**src/sv/fm_note_on_register_sequencer_top_assert.svh**
```systemverilog
// Assertion macros used by the FM note-on register sequencer top level.
`ifndef FM_NOTE_ON_REGISTER_SEQUENCER_TOP_ASSERT_SVH
`define FM_NOTE_ON_REGISTER_SEQUENCER_TOP_ASSERT_SVH

// Same-cycle implication, checked on every clock edge outside reset.
`define FMNOTE_ASSERT_NOW(label, ante, cons, msg) \
  label: assert property (@(posedge clk_i) disable iff (!rst_ni) (ante) |-> (cons)) \
    else $error(msg);

// Next-cycle implication, checked on every clock edge outside reset.
`define FMNOTE_ASSERT_NEXT(label, ante, cons, msg) \
  label: assert property (@(posedge clk_i) disable iff (!rst_ni) (ante) |=> (cons)) \
    else $error(msg);

`endif

```
**src/sv/fmnote_pkg.sv**
```systemverilog
// Types, constants and lookup tables of the FM note-on register sequencer.
package fmnote_pkg;

  localparam logic [39:0] ModPatchRst = 40'h1114F4C800;
  localparam logic [39:0] CarPatchRst = 40'h2100F3C600;
  localparam logic [7:0]  FbConnRst   = 8'h0E;
  localparam logic [3:0]  VoiceChRst  = 4'd4;

  localparam logic [3:0] MaxChannel = 4'd8;
  localparam logic [6:0] LowestNote = 7'd12;
  localparam logic [2:0] MaxBlock   = 3'd7;
  localparam logic [7:0] CarOffset  = 8'h03;

  // Register base addresses of the synthesizer.
  localparam logic [7:0] AddrMult    = 8'h20;
  localparam logic [7:0] AddrLevel   = 8'h40;
  localparam logic [7:0] AddrAtkDec  = 8'h60;
  localparam logic [7:0] AddrSusRel  = 8'h80;
  localparam logic [7:0] AddrFnumLo  = 8'hA0;
  localparam logic [7:0] AddrKeyOn   = 8'hB0;
  localparam logic [7:0] AddrFbConn  = 8'hC0;
  localparam logic [7:0] AddrWave    = 8'hE0;

  typedef enum logic [1:0] {
    REG_MOD_PATCH = 2'd0,
    REG_CAR_PATCH = 2'd1,
    REG_FB_CONN   = 2'd2,
    REG_VOICE_CH  = 2'd3
  } cfg_reg_e;

  // One step per register write of a note-on run.
  typedef enum logic [3:0] {
    STEP_KEY_OFF  = 4'd0,
    STEP_MULT_MOD = 4'd1,
    STEP_MULT_CAR = 4'd2,
    STEP_LVL_MOD  = 4'd3,
    STEP_LVL_CAR  = 4'd4,
    STEP_AD_MOD   = 4'd5,
    STEP_AD_CAR   = 4'd6,
    STEP_SR_MOD   = 4'd7,
    STEP_SR_CAR   = 4'd8,
    STEP_WAVE_MOD = 4'd9,
    STEP_WAVE_CAR = 4'd10,
    STEP_FB_CONN  = 4'd11,
    STEP_VOLUME   = 4'd12,
    STEP_FNUM_LO  = 4'd13,
    STEP_KEY_ON   = 4'd14
  } step_e;

  typedef struct packed {
    logic [39:0] mod_patch;
    logic [39:0] car_patch;
    logic [7:0]  fb_conn;
  } cfg_t;

  // Per-note values, worked out once when the note enters the sequencer.
  typedef struct packed {
    logic [3:0] channel;
    logic [2:0] block;
    logic [9:0] fnum;
    logic [5:0] volume;
  } note_t;

  function automatic logic [7:0] mod_slot(input logic [3:0] ch);
    logic [7:0] slot;
    case (ch)
      4'd0:    slot = 8'h00;
      4'd1:    slot = 8'h01;
      4'd2:    slot = 8'h02;
      4'd3:    slot = 8'h08;
      4'd4:    slot = 8'h09;
      4'd5:    slot = 8'h0A;
      4'd6:    slot = 8'h10;
      4'd7:    slot = 8'h11;
      default: slot = 8'h12;
    endcase
    return slot;
  endfunction

  function automatic logic [9:0] fnum_lut(input logic [3:0] semi);
    logic [9:0] f;
    case (semi)
      4'd0:    f = 10'd308;
      4'd1:    f = 10'd325;
      4'd2:    f = 10'd345;
      4'd3:    f = 10'd365;
      4'd4:    f = 10'd387;
      4'd5:    f = 10'd410;
      4'd6:    f = 10'd434;
      4'd7:    f = 10'd460;
      4'd8:    f = 10'd487;
      4'd9:    f = 10'd516;
      4'd10:   f = 10'd547;
      default: f = 10'd579;
    endcase
    return f;
  endfunction

endpackage

```
**src/sv/fmnote_wr_gen.sv**
```systemverilog
// Register address and data of one write step of a note-on run.
module fmnote_wr_gen (
  input  fmnote_pkg::cfg_t  cfg_i,
  input  fmnote_pkg::note_t note_i,
  input  fmnote_pkg::step_e step_i,
  input  logic [4:0]        shadow_i,
  output logic [7:0]        reg_addr_o,
  output logic [7:0]        reg_data_o,
  output logic              last_write_o
);

  logic [7:0] ch_w;
  logic [7:0] mod_w;
  logic [7:0] car_w;
  logic [7:0] key_on_w;

  assign ch_w     = {4'd0, note_i.channel};
  assign mod_w    = fmnote_pkg::mod_slot(note_i.channel);
  assign car_w    = mod_w + fmnote_pkg::CarOffset;
  assign key_on_w = {3'b001, note_i.block, note_i.fnum[9:8]};

  always_comb begin
    reg_addr_o   = fmnote_pkg::AddrKeyOn + ch_w;
    reg_data_o   = {3'd0, shadow_i};
    last_write_o = 1'b0;
    case (step_i)
      fmnote_pkg::STEP_KEY_OFF: begin
        reg_addr_o = fmnote_pkg::AddrKeyOn + ch_w;
        reg_data_o = {3'd0, shadow_i};
      end
      fmnote_pkg::STEP_MULT_MOD: begin
        reg_addr_o = fmnote_pkg::AddrMult + mod_w;
        reg_data_o = cfg_i.mod_patch[39:32];
      end
      fmnote_pkg::STEP_MULT_CAR: begin
        reg_addr_o = fmnote_pkg::AddrMult + car_w;
        reg_data_o = cfg_i.car_patch[39:32];
      end
      fmnote_pkg::STEP_LVL_MOD: begin
        reg_addr_o = fmnote_pkg::AddrLevel + mod_w;
        reg_data_o = cfg_i.mod_patch[31:24];
      end
      fmnote_pkg::STEP_LVL_CAR: begin
        reg_addr_o = fmnote_pkg::AddrLevel + car_w;
        reg_data_o = cfg_i.car_patch[31:24];
      end
      fmnote_pkg::STEP_AD_MOD: begin
        reg_addr_o = fmnote_pkg::AddrAtkDec + mod_w;
        reg_data_o = cfg_i.mod_patch[23:16];
      end
      fmnote_pkg::STEP_AD_CAR: begin
        reg_addr_o = fmnote_pkg::AddrAtkDec + car_w;
        reg_data_o = cfg_i.car_patch[23:16];
      end
      fmnote_pkg::STEP_SR_MOD: begin
        reg_addr_o = fmnote_pkg::AddrSusRel + mod_w;
        reg_data_o = cfg_i.mod_patch[15:8];
      end
      fmnote_pkg::STEP_SR_CAR: begin
        reg_addr_o = fmnote_pkg::AddrSusRel + car_w;
        reg_data_o = cfg_i.car_patch[15:8];
      end
      fmnote_pkg::STEP_WAVE_MOD: begin
        reg_addr_o = fmnote_pkg::AddrWave + mod_w;
        reg_data_o = cfg_i.mod_patch[7:0];
      end
      fmnote_pkg::STEP_WAVE_CAR: begin
        reg_addr_o = fmnote_pkg::AddrWave + car_w;
        reg_data_o = cfg_i.car_patch[7:0];
      end
      fmnote_pkg::STEP_FB_CONN: begin
        reg_addr_o = fmnote_pkg::AddrFbConn + ch_w;
        reg_data_o = cfg_i.fb_conn;
      end
      fmnote_pkg::STEP_VOLUME: begin
        // Keep the carrier's key scale bits, replace the attenuation.
        reg_addr_o = fmnote_pkg::AddrLevel + car_w;
        reg_data_o = {cfg_i.car_patch[31:30], note_i.volume};
      end
      fmnote_pkg::STEP_FNUM_LO: begin
        reg_addr_o = fmnote_pkg::AddrFnumLo + ch_w;
        reg_data_o = note_i.fnum[7:0];
      end
      fmnote_pkg::STEP_KEY_ON: begin
        reg_addr_o   = fmnote_pkg::AddrKeyOn + ch_w;
        reg_data_o   = key_on_w;
        last_write_o = 1'b1;
      end
      default: begin
        reg_addr_o   = fmnote_pkg::AddrKeyOn + ch_w;
        reg_data_o   = {3'd0, shadow_i};
        last_write_o = 1'b0;
      end
    endcase
  end

endmodule

```
**src/sv/fm_note_on_register_sequencer_top.sv**
```systemverilog
// Top level of the FM note-on register sequencer: stream ports, APB registers, write sequencing.
// Each note item yields fifteen write items, which pass the input, sequencer and output registers.
// The single output register carries one write per cycle while the master side is ready, and
// a waiting note is held in the input register so runs follow without a gap.
// Reset (rst_ni low, asynchronous) empties the input, sequencer and output stages, clears the key-off shadow
// and loads the patch, feedback and channel registers with their default values.
module fm_note_on_register_sequencer_top (
  input  logic        clk_i,
  input  logic        rst_ni,
  // Note items.
  input  logic        s_axis_tvalid,
  output logic        s_axis_tready,
  input  logic [15:0] s_axis_tdata,   // [6:0] note number, [13:7] note_velocity, [15:14] zero
  // Register-write items.
  output logic        m_axis_tvalid,
  input  logic        m_axis_tready,
  output logic [15:0] m_axis_tdata,   // [7:0] reg_addr, [15:8] reg_data
  output logic        m_axis_tlast,   // last_write: the key-on write that ends a run
  // Configuration port.
  input  logic        psel,
  input  logic        penable,
  input  logic        pwrite,
  input  logic [4:0]  paddr,
  input  logic [63:0] pwdata,
  output logic [63:0] prdata,
  output logic        pready
);

  // ---------------------------------------------------------------------------
  // Configuration registers. Each register sits at byte address 8*index, so the
  // index is paddr[4:3]. Writes happen on the access phase of the transfer.
  // ---------------------------------------------------------------------------
  logic [39:0]         mod_patch_q;
  logic [39:0]         car_patch_q;
  logic [7:0]          fb_conn_q;
  logic [3:0]          voice_ch_q;
  logic                cfg_wr;
  fmnote_pkg::cfg_reg_e cfg_sel;

  assign pready  = 1'b1;
  assign cfg_wr  = psel && penable && pwrite;
  assign cfg_sel = fmnote_pkg::cfg_reg_e'(paddr[4:3]);

  always_ff @(posedge clk_i or negedge rst_ni) begin
    if (!rst_ni) begin
      mod_patch_q <= fmnote_pkg::ModPatchRst;
      car_patch_q <= fmnote_pkg::CarPatchRst;
      fb_conn_q   <= fmnote_pkg::FbConnRst;
      voice_ch_q  <= fmnote_pkg::VoiceChRst;
    end else if (cfg_wr) begin
      case (cfg_sel)
        fmnote_pkg::REG_MOD_PATCH: mod_patch_q <= pwdata[39:0];
        fmnote_pkg::REG_CAR_PATCH: car_patch_q <= pwdata[39:0];
        fmnote_pkg::REG_FB_CONN:   fb_conn_q   <= pwdata[7:0];
        fmnote_pkg::REG_VOICE_CH:  voice_ch_q  <= pwdata[3:0];
        default: ;
      endcase
    end
  end

  always_comb begin
    case (cfg_sel)
      fmnote_pkg::REG_MOD_PATCH: prdata = {24'd0, mod_patch_q};
      fmnote_pkg::REG_CAR_PATCH: prdata = {24'd0, car_patch_q};
      fmnote_pkg::REG_FB_CONN:   prdata = {56'd0, fb_conn_q};
      fmnote_pkg::REG_VOICE_CH:  prdata = {60'd0, voice_ch_q};
      default:                   prdata = 64'd0;
    endcase
  end

  // ---------------------------------------------------------------------------
  // Input register. A note item waits here while the previous run is still
  // being written out, so the slave side never has to wait on the master side
  // for more than the run itself.
  // ---------------------------------------------------------------------------
  logic       hold_valid_q, hold_valid_d;
  logic [6:0] hold_note_q;
  logic [6:0] hold_vel_q;
  logic       in_acc;

  assign s_axis_tready = !hold_valid_q;
  assign in_acc        = s_axis_tvalid && s_axis_tready;

  // ---------------------------------------------------------------------------
  // Per-note values: clamp the note, split it into octave block and semitone,
  // look up the F-number and form the carrier attenuation. The divide by
  // twelve is a multiply by 171/2048, exact for the 0..115 range seen here.
  // ---------------------------------------------------------------------------
  logic [6:0]        note_clamp;
  logic [6:0]        note_ofs;
  logic [14:0]       div_prod;
  logic [3:0]        octave;
  logic [6:0]        octave_x12;
  logic [6:0]        semi_full;
  fmnote_pkg::note_t note_new;

  always_comb begin
    note_clamp = (hold_note_q < fmnote_pkg::LowestNote) ? fmnote_pkg::LowestNote
                                                         : hold_note_q;
    note_ofs   = note_clamp - fmnote_pkg::LowestNote;
    div_prod   = {8'd0, note_ofs} * 15'd171;
    octave     = div_prod[14:11];
    octave_x12 = {octave, 3'd0} + {1'b0, octave, 2'd0};
    semi_full  = note_ofs - octave_x12;

    note_new.channel = (voice_ch_q > fmnote_pkg::MaxChannel) ? fmnote_pkg::MaxChannel
                                                              : voice_ch_q;
    note_new.block   = (octave > {1'b0, fmnote_pkg::MaxBlock}) ? fmnote_pkg::MaxBlock
                                                                : octave[2:0];
    note_new.fnum    = fmnote_pkg::fnum_lut(semi_full[3:0]);
    note_new.volume  = 6'd63 - hold_vel_q[6:1];
  end

  // ---------------------------------------------------------------------------
  // Sequencer stage: the current note and its step counter. Each step loads
  // one write item into the output register when that register is free or
  // being drained. The key-on step ends the run and updates the shadow that
  // the next run's key-off replays.
  // ---------------------------------------------------------------------------
  logic                cur_active_q, cur_active_d;
  fmnote_pkg::note_t   cur_note_q;
  fmnote_pkg::step_e   step_q, step_d;
  logic [4:0]          shadow_q, shadow_d;
  logic                out_free;
  logic                step_go;
  logic                run_done;
  logic                cur_load;

  logic                out_valid_q, out_valid_d;
  logic [7:0]          out_addr_q;
  logic [7:0]          out_data_q;
  logic                out_last_q;

  logic [7:0]          wr_addr;
  logic [7:0]          wr_data;
  logic                wr_last;
  fmnote_pkg::cfg_t    cfg_bus;

  assign cfg_bus.mod_patch = mod_patch_q;
  assign cfg_bus.car_patch = car_patch_q;
  assign cfg_bus.fb_conn   = fb_conn_q;

  fmnote_wr_gen u_wr_gen (
    .cfg_i       (cfg_bus),
    .note_i      (cur_note_q),
    .step_i      (step_q),
    .shadow_i    (shadow_q),
    .reg_addr_o  (wr_addr),
    .reg_data_o  (wr_data),
    .last_write_o(wr_last)
  );

  assign out_free = !out_valid_q || m_axis_tready;
  assign step_go  = cur_active_q && out_free;
  assign run_done = step_go && (step_q == fmnote_pkg::STEP_KEY_ON);
  assign cur_load = hold_valid_q && (!cur_active_q || run_done);

  always_comb begin
    hold_valid_d = hold_valid_q;
    if (cur_load) begin
      hold_valid_d = 1'b0;
    end
    if (in_acc) begin
      hold_valid_d = 1'b1;
    end

    cur_active_d = cur_active_q;
    step_d       = step_q;
    shadow_d     = shadow_q;
    if (step_go) begin
      step_d = fmnote_pkg::step_e'(step_q + 4'd1);
    end
    if (run_done) begin
      cur_active_d = 1'b0;
      step_d       = fmnote_pkg::STEP_KEY_OFF;
      shadow_d     = wr_data[4:0];
    end
    if (cur_load) begin
      cur_active_d = 1'b1;
      step_d       = fmnote_pkg::STEP_KEY_OFF;
    end

    out_valid_d = out_valid_q;
    if (out_free) begin
      out_valid_d = cur_active_q;
    end
  end

  always_ff @(posedge clk_i or negedge rst_ni) begin
    if (!rst_ni) begin
      hold_valid_q <= 1'b0;
      cur_active_q <= 1'b0;
      step_q       <= fmnote_pkg::STEP_KEY_OFF;
      shadow_q     <= 5'd0;
      out_valid_q  <= 1'b0;
    end else begin
      hold_valid_q <= hold_valid_d;
      cur_active_q <= cur_active_d;
      step_q       <= step_d;
      shadow_q     <= shadow_d;
      out_valid_q  <= out_valid_d;
    end
  end

  // Payload registers carry no reset.
  always_ff @(posedge clk_i) begin
    if (in_acc) begin
      hold_note_q <= s_axis_tdata[6:0];
      hold_vel_q  <= s_axis_tdata[13:7];
    end
    if (cur_load) begin
      cur_note_q <= note_new;
    end
    if (step_go) begin
      out_addr_q <= wr_addr;
      out_data_q <= wr_data;
      out_last_q <= wr_last;
    end
  end

  assign m_axis_tvalid = out_valid_q;
  assign m_axis_tdata  = {out_data_q, out_addr_q};
  assign m_axis_tlast  = out_last_q;

  // ---------------------------------------------------------------------------
  // Assertions.
  // ---------------------------------------------------------------------------
`include "fm_note_on_register_sequencer_top_assert.svh"

  `FMNOTE_ASSERT_NEXT(a_key_on_ends_run, run_done, out_valid_q && out_last_q, "key-on lost")
  `FMNOTE_ASSERT_NOW(a_last_is_key_on, out_valid_q && out_last_q, out_addr_q[7:4] == 4'hB, "bad last")
  `FMNOTE_ASSERT_NEXT(a_waiting_note_starts, hold_valid_q && !cur_active_q, cur_active_q, "note stuck")
  `FMNOTE_ASSERT_NEXT(a_shadow_follows_key_on, run_done, shadow_q == out_data_q[4:0], "shadow lag")

endmodule
```
**config.mk**
```make
export PLATFORM = sky130hd
export DESIGN_NAME = fm_note_on_register_sequencer_top
export DESIGN_NICKNAME = d
export VERILOG_FILES = /design/src/sv/fmnote_pkg.sv /design/src/sv/fmnote_wr_gen.sv /design/src/sv/fm_note_on_register_sequencer_top.sv
export VERILOG_INCLUDE_DIRS = /design/src /design/src/sv
export SDC_FILE = /design/constraint.sdc
export NUM_CORES = 1
export LEC_CHECK = 0
export ABC_AREA = 1
export BUFFER_PORTS_ARGS = -buffer_cell sky130_fd_sc_hd__buf_2
export CAP_MARGIN = 30
export CORE_ASPECT_RATIO = 1.1
export CORE_UTILIZATION = 35
export CTS_BUF_LIST = sky130_fd_sc_hd__clkbuf_4 sky130_fd_sc_hd__clkbuf_8
export DETAILED_ROUTE_END_ITERATION = 16
export GPL_TIMING_DRIVEN = 1
export PLACE_DENSITY = 0.52
export SLEW_MARGIN = 20
export SYNTH_ARGS = -nofsm -noshare
export SYNTH_HDL_FRONTEND = slang
export SYNTH_HIERARCHICAL = 1
export SYNTH_SLANG_ARGS = --single-unit
export TNS_END_PERCENT = 5
```
**constraint.sdc**
```tcl
create_clock -name clk_i -period 7.1 [get_ports clk_i]
set_input_delay 1.065 -clock clk_i [delete_from_list [all_inputs] [get_ports clk_i]]
set_output_delay 1.065 -clock clk_i [all_outputs]
set_load 0.05 [all_outputs]
```
==> impl_metrics.ini <==
[power]
ir_drop_v = 0.0002085
power_leakage_uw = 0.005237
power.total_uw = 3984
p_per_area_mw_per_mm2 = 386.2

[cts]
post_cts_resize_count = 0
cts_setup_buffers = 0
cts_hold_buf = 0
cts.sinks = 157
cts_buffers = 17
cts_tree = yes
clock_latency_ns = 0.45
cts_root_buf = clkbuf_8
clockBufferDepth = 2
h-tree-depth = 4
path_clk_slew_ns = 0.09

[yosys]
synth_top_cell_by_area = dfrtp_1
ys_seq_elements = 157
syn_area_per_cell_um2 = 8.260
ys_top_cells_by_area = dfrtp_1 (21%), edfxtp_1 (18%), nand2_1 (14%)
synth.most_common_cell = nand2_1
yosysUniqueCellTypes = 39
syn_inst = 1092
ys.flop_type = dfrtp_1
synth_common_cells = nand2_1 (333), inv_1 (116), o21ai_0 (101)
synthArstFlopShare_pct = 66.24
ys.warnings.count = 6
yosysTopAreaCellShare_pct = 21.08
synth-seq-area-share_pct = 46.89
synth_enable_flop_cells = 53
syn_area_mm2 = 0.009020

[die]
io_pins = 176
num_rows = 61
die_area_mm2 = 0.02642
initial_core_util_pct = 35.70
die_w_um = 155.1
core_mm2 = 0.02526
die_h_um = 170.4

[sta]
finalClockSkew_ns = 0.01264
slew_headroom_pct = 36.56
period_share_pct = 84.74
fin_worst_hold_slack_ns = 0.4834
report.final.setup_viol = 0
setup_ws_ns = 1.084
maxSlewViolCount = 0
hold_violations = 0
rsz0062_at_grt = no
max_freq_mhz = 166.2
post-route-min-period_ns = 6.016
max_slew.worst_pin.slew_ns = 0.9480
tns_ns = 0

[critical_path]
cp.required_ns = 7.30
crit_type = reg2reg
crit_path_top_delay_cell = fa_1
critPathMaxStageDelay_ns = 0.52
critPathArrivalTime_ns = 6.22
cp-end-kind = register
crit_fanout = 8
start_kind = register

[grt]
antenna_found_initial = 1
grt_max_degree = 81
grt_pass1_wl_um = 37470
grt_pass1_vias = 6874
track_usage_pct = 18.62
grt_overflow = 0

[placed_design]
portBuffers = 120
dpl.cell_count = 1527
dp_slack_ns = 1.121
dp_hpwl_um = 17750
gp_congestion = 0.7988

[detailed_routing]
drc = 0
ant_nets = 0
wirelength_um = 24150
vias_per_cell = 4.761
wl_per_cell_um = 15.47
vias = 7432
dr.pass1.iters = 6
drt_iter0_markers = 524

[cells_and_area]
fin_nets = 1352
fin_cells = 1561
drive_gt1_share_pct = 17.20
area_delta_synth_final_pct = 14.38
n_antenna_cell = 0

[flow_run]
maxCapViolCount = 0

[run_status]
status = completed

[min_path]
hold_path_class = reg2reg
## routing by layer
layer,track usage (%),vias to the layer above,wire (µm)
met4,5.854,2,405
li1,-,3743,-
met2,30.92,157,11810
met1,24.65,3505,10980
met5,0,-,10
met3,3.132,25,944
## path summary, 6_finish.rpt
path                           startpoint         endpoint  slack (ns)  cells past startpoint
setup / recovery           hold_note_q[5]   cur_note_q[14]        1.08                     28
hold / removal                shadow_q[3]      shadow_q[3]        0.48                      2
setup reg to reg           hold_note_q[5]   cur_note_q[14]        1.08                     28
hold reg to reg               shadow_q[3]      shadow_q[3]        0.48                      2
max in group asynchronous          rst_ni     fb_conn_q[4]        5.30                      2
min in group asynchronous          rst_ni  car_patch_q[28]        0.66                      1
## flip-flops by register name, indices dropped and copies added, names as in the netlist
register,cells
m_axis_tlast,1
out_data_q,8
step_q,4
hold_note_q,7
car_patch_q,40
hold_vel_q,6
hold_valid_q,1
m_axis_tvalid,1
cur_note_q,23
mod_patch_q,40
shadow_q,5
cur_active_q,1
fb_conn_q,8
out_addr_q,8
voice_ch_q,4
## cell type report
| cell class | instances | area, µm² |
|---|---|---|
| Fill cell | 2652 | 14950 |
| Clock buffer | 18 | 247.7 |
| Timing Repair Buffer | 129 | 698.2 |
| Sequential cell | 157 | 4229 |
| Multi-Input combinational cell | 778 | 4103 |
| Clock inverter | 14 | 160.2 |
| Inverter | 119 | 446.7 |
| Tap cell | 346 | 432.9 |
## power by group
part | switching (µW) | leakage (µW) | internal [µW]
sequential | 160 | 0.00174 | 1240
clock | 361 | 0.000211 | 330
combinational | 1330 | 0.00329 | 562
## cell families after synthesis
logic type	Yosys count	share of synthesized area [%]
AND/OR/NAND/NOR	528	24.40
AO/OA/AOI/OAI	159	10.53
other	2	0.08326
adder cells (fa/ha/maj)	58	8.628
flip-flops	157	46.89
buffers and inverters	180	8.697
XOR/XNOR	8	0.7768
## cell usage in the layout, fill, tap and decap left out, types with 5 or more instances in the layout
cell type  synthesis  layout
a21oi_1           14      14
a22o_1            32      32
buf_2              6     119
buf_4             27       8
clkbuf_8           0      18
conb_1             2      25
dfrtp_1           76      76
dfstp_2           28      28
edfxtp_1          53      53
fa_1               7       7
ha_1              51      51
inv_1            116     117
nand2_1          333     331
nand3_1          100     100
nand4_1            6       6
nor2_1            62      60
nor2_2             8      10
nor3_1             5       5
o21ai_0          101     101
xnor2_1            5       5
## critical path: cells and delay by family (launching register included)
family / cells / cell delay, ns
flops: 1 / 0.45
fa+ha+maj: 7 / 2.64
buf+inv: 5 / 0.39
xor+xnor: 2 / 0.54
simple gates: 14 / 1.77
## metrics by stage
step	area (µm²)	utilization, %
finish	10320	40.84
global route	10320	40.84
CTS	10270	40.67
detailed placement	9867	39.06
global placement	9859	39.03
floorplan	9106	-
Note: power is estimated with default switching activity, not from simulation.
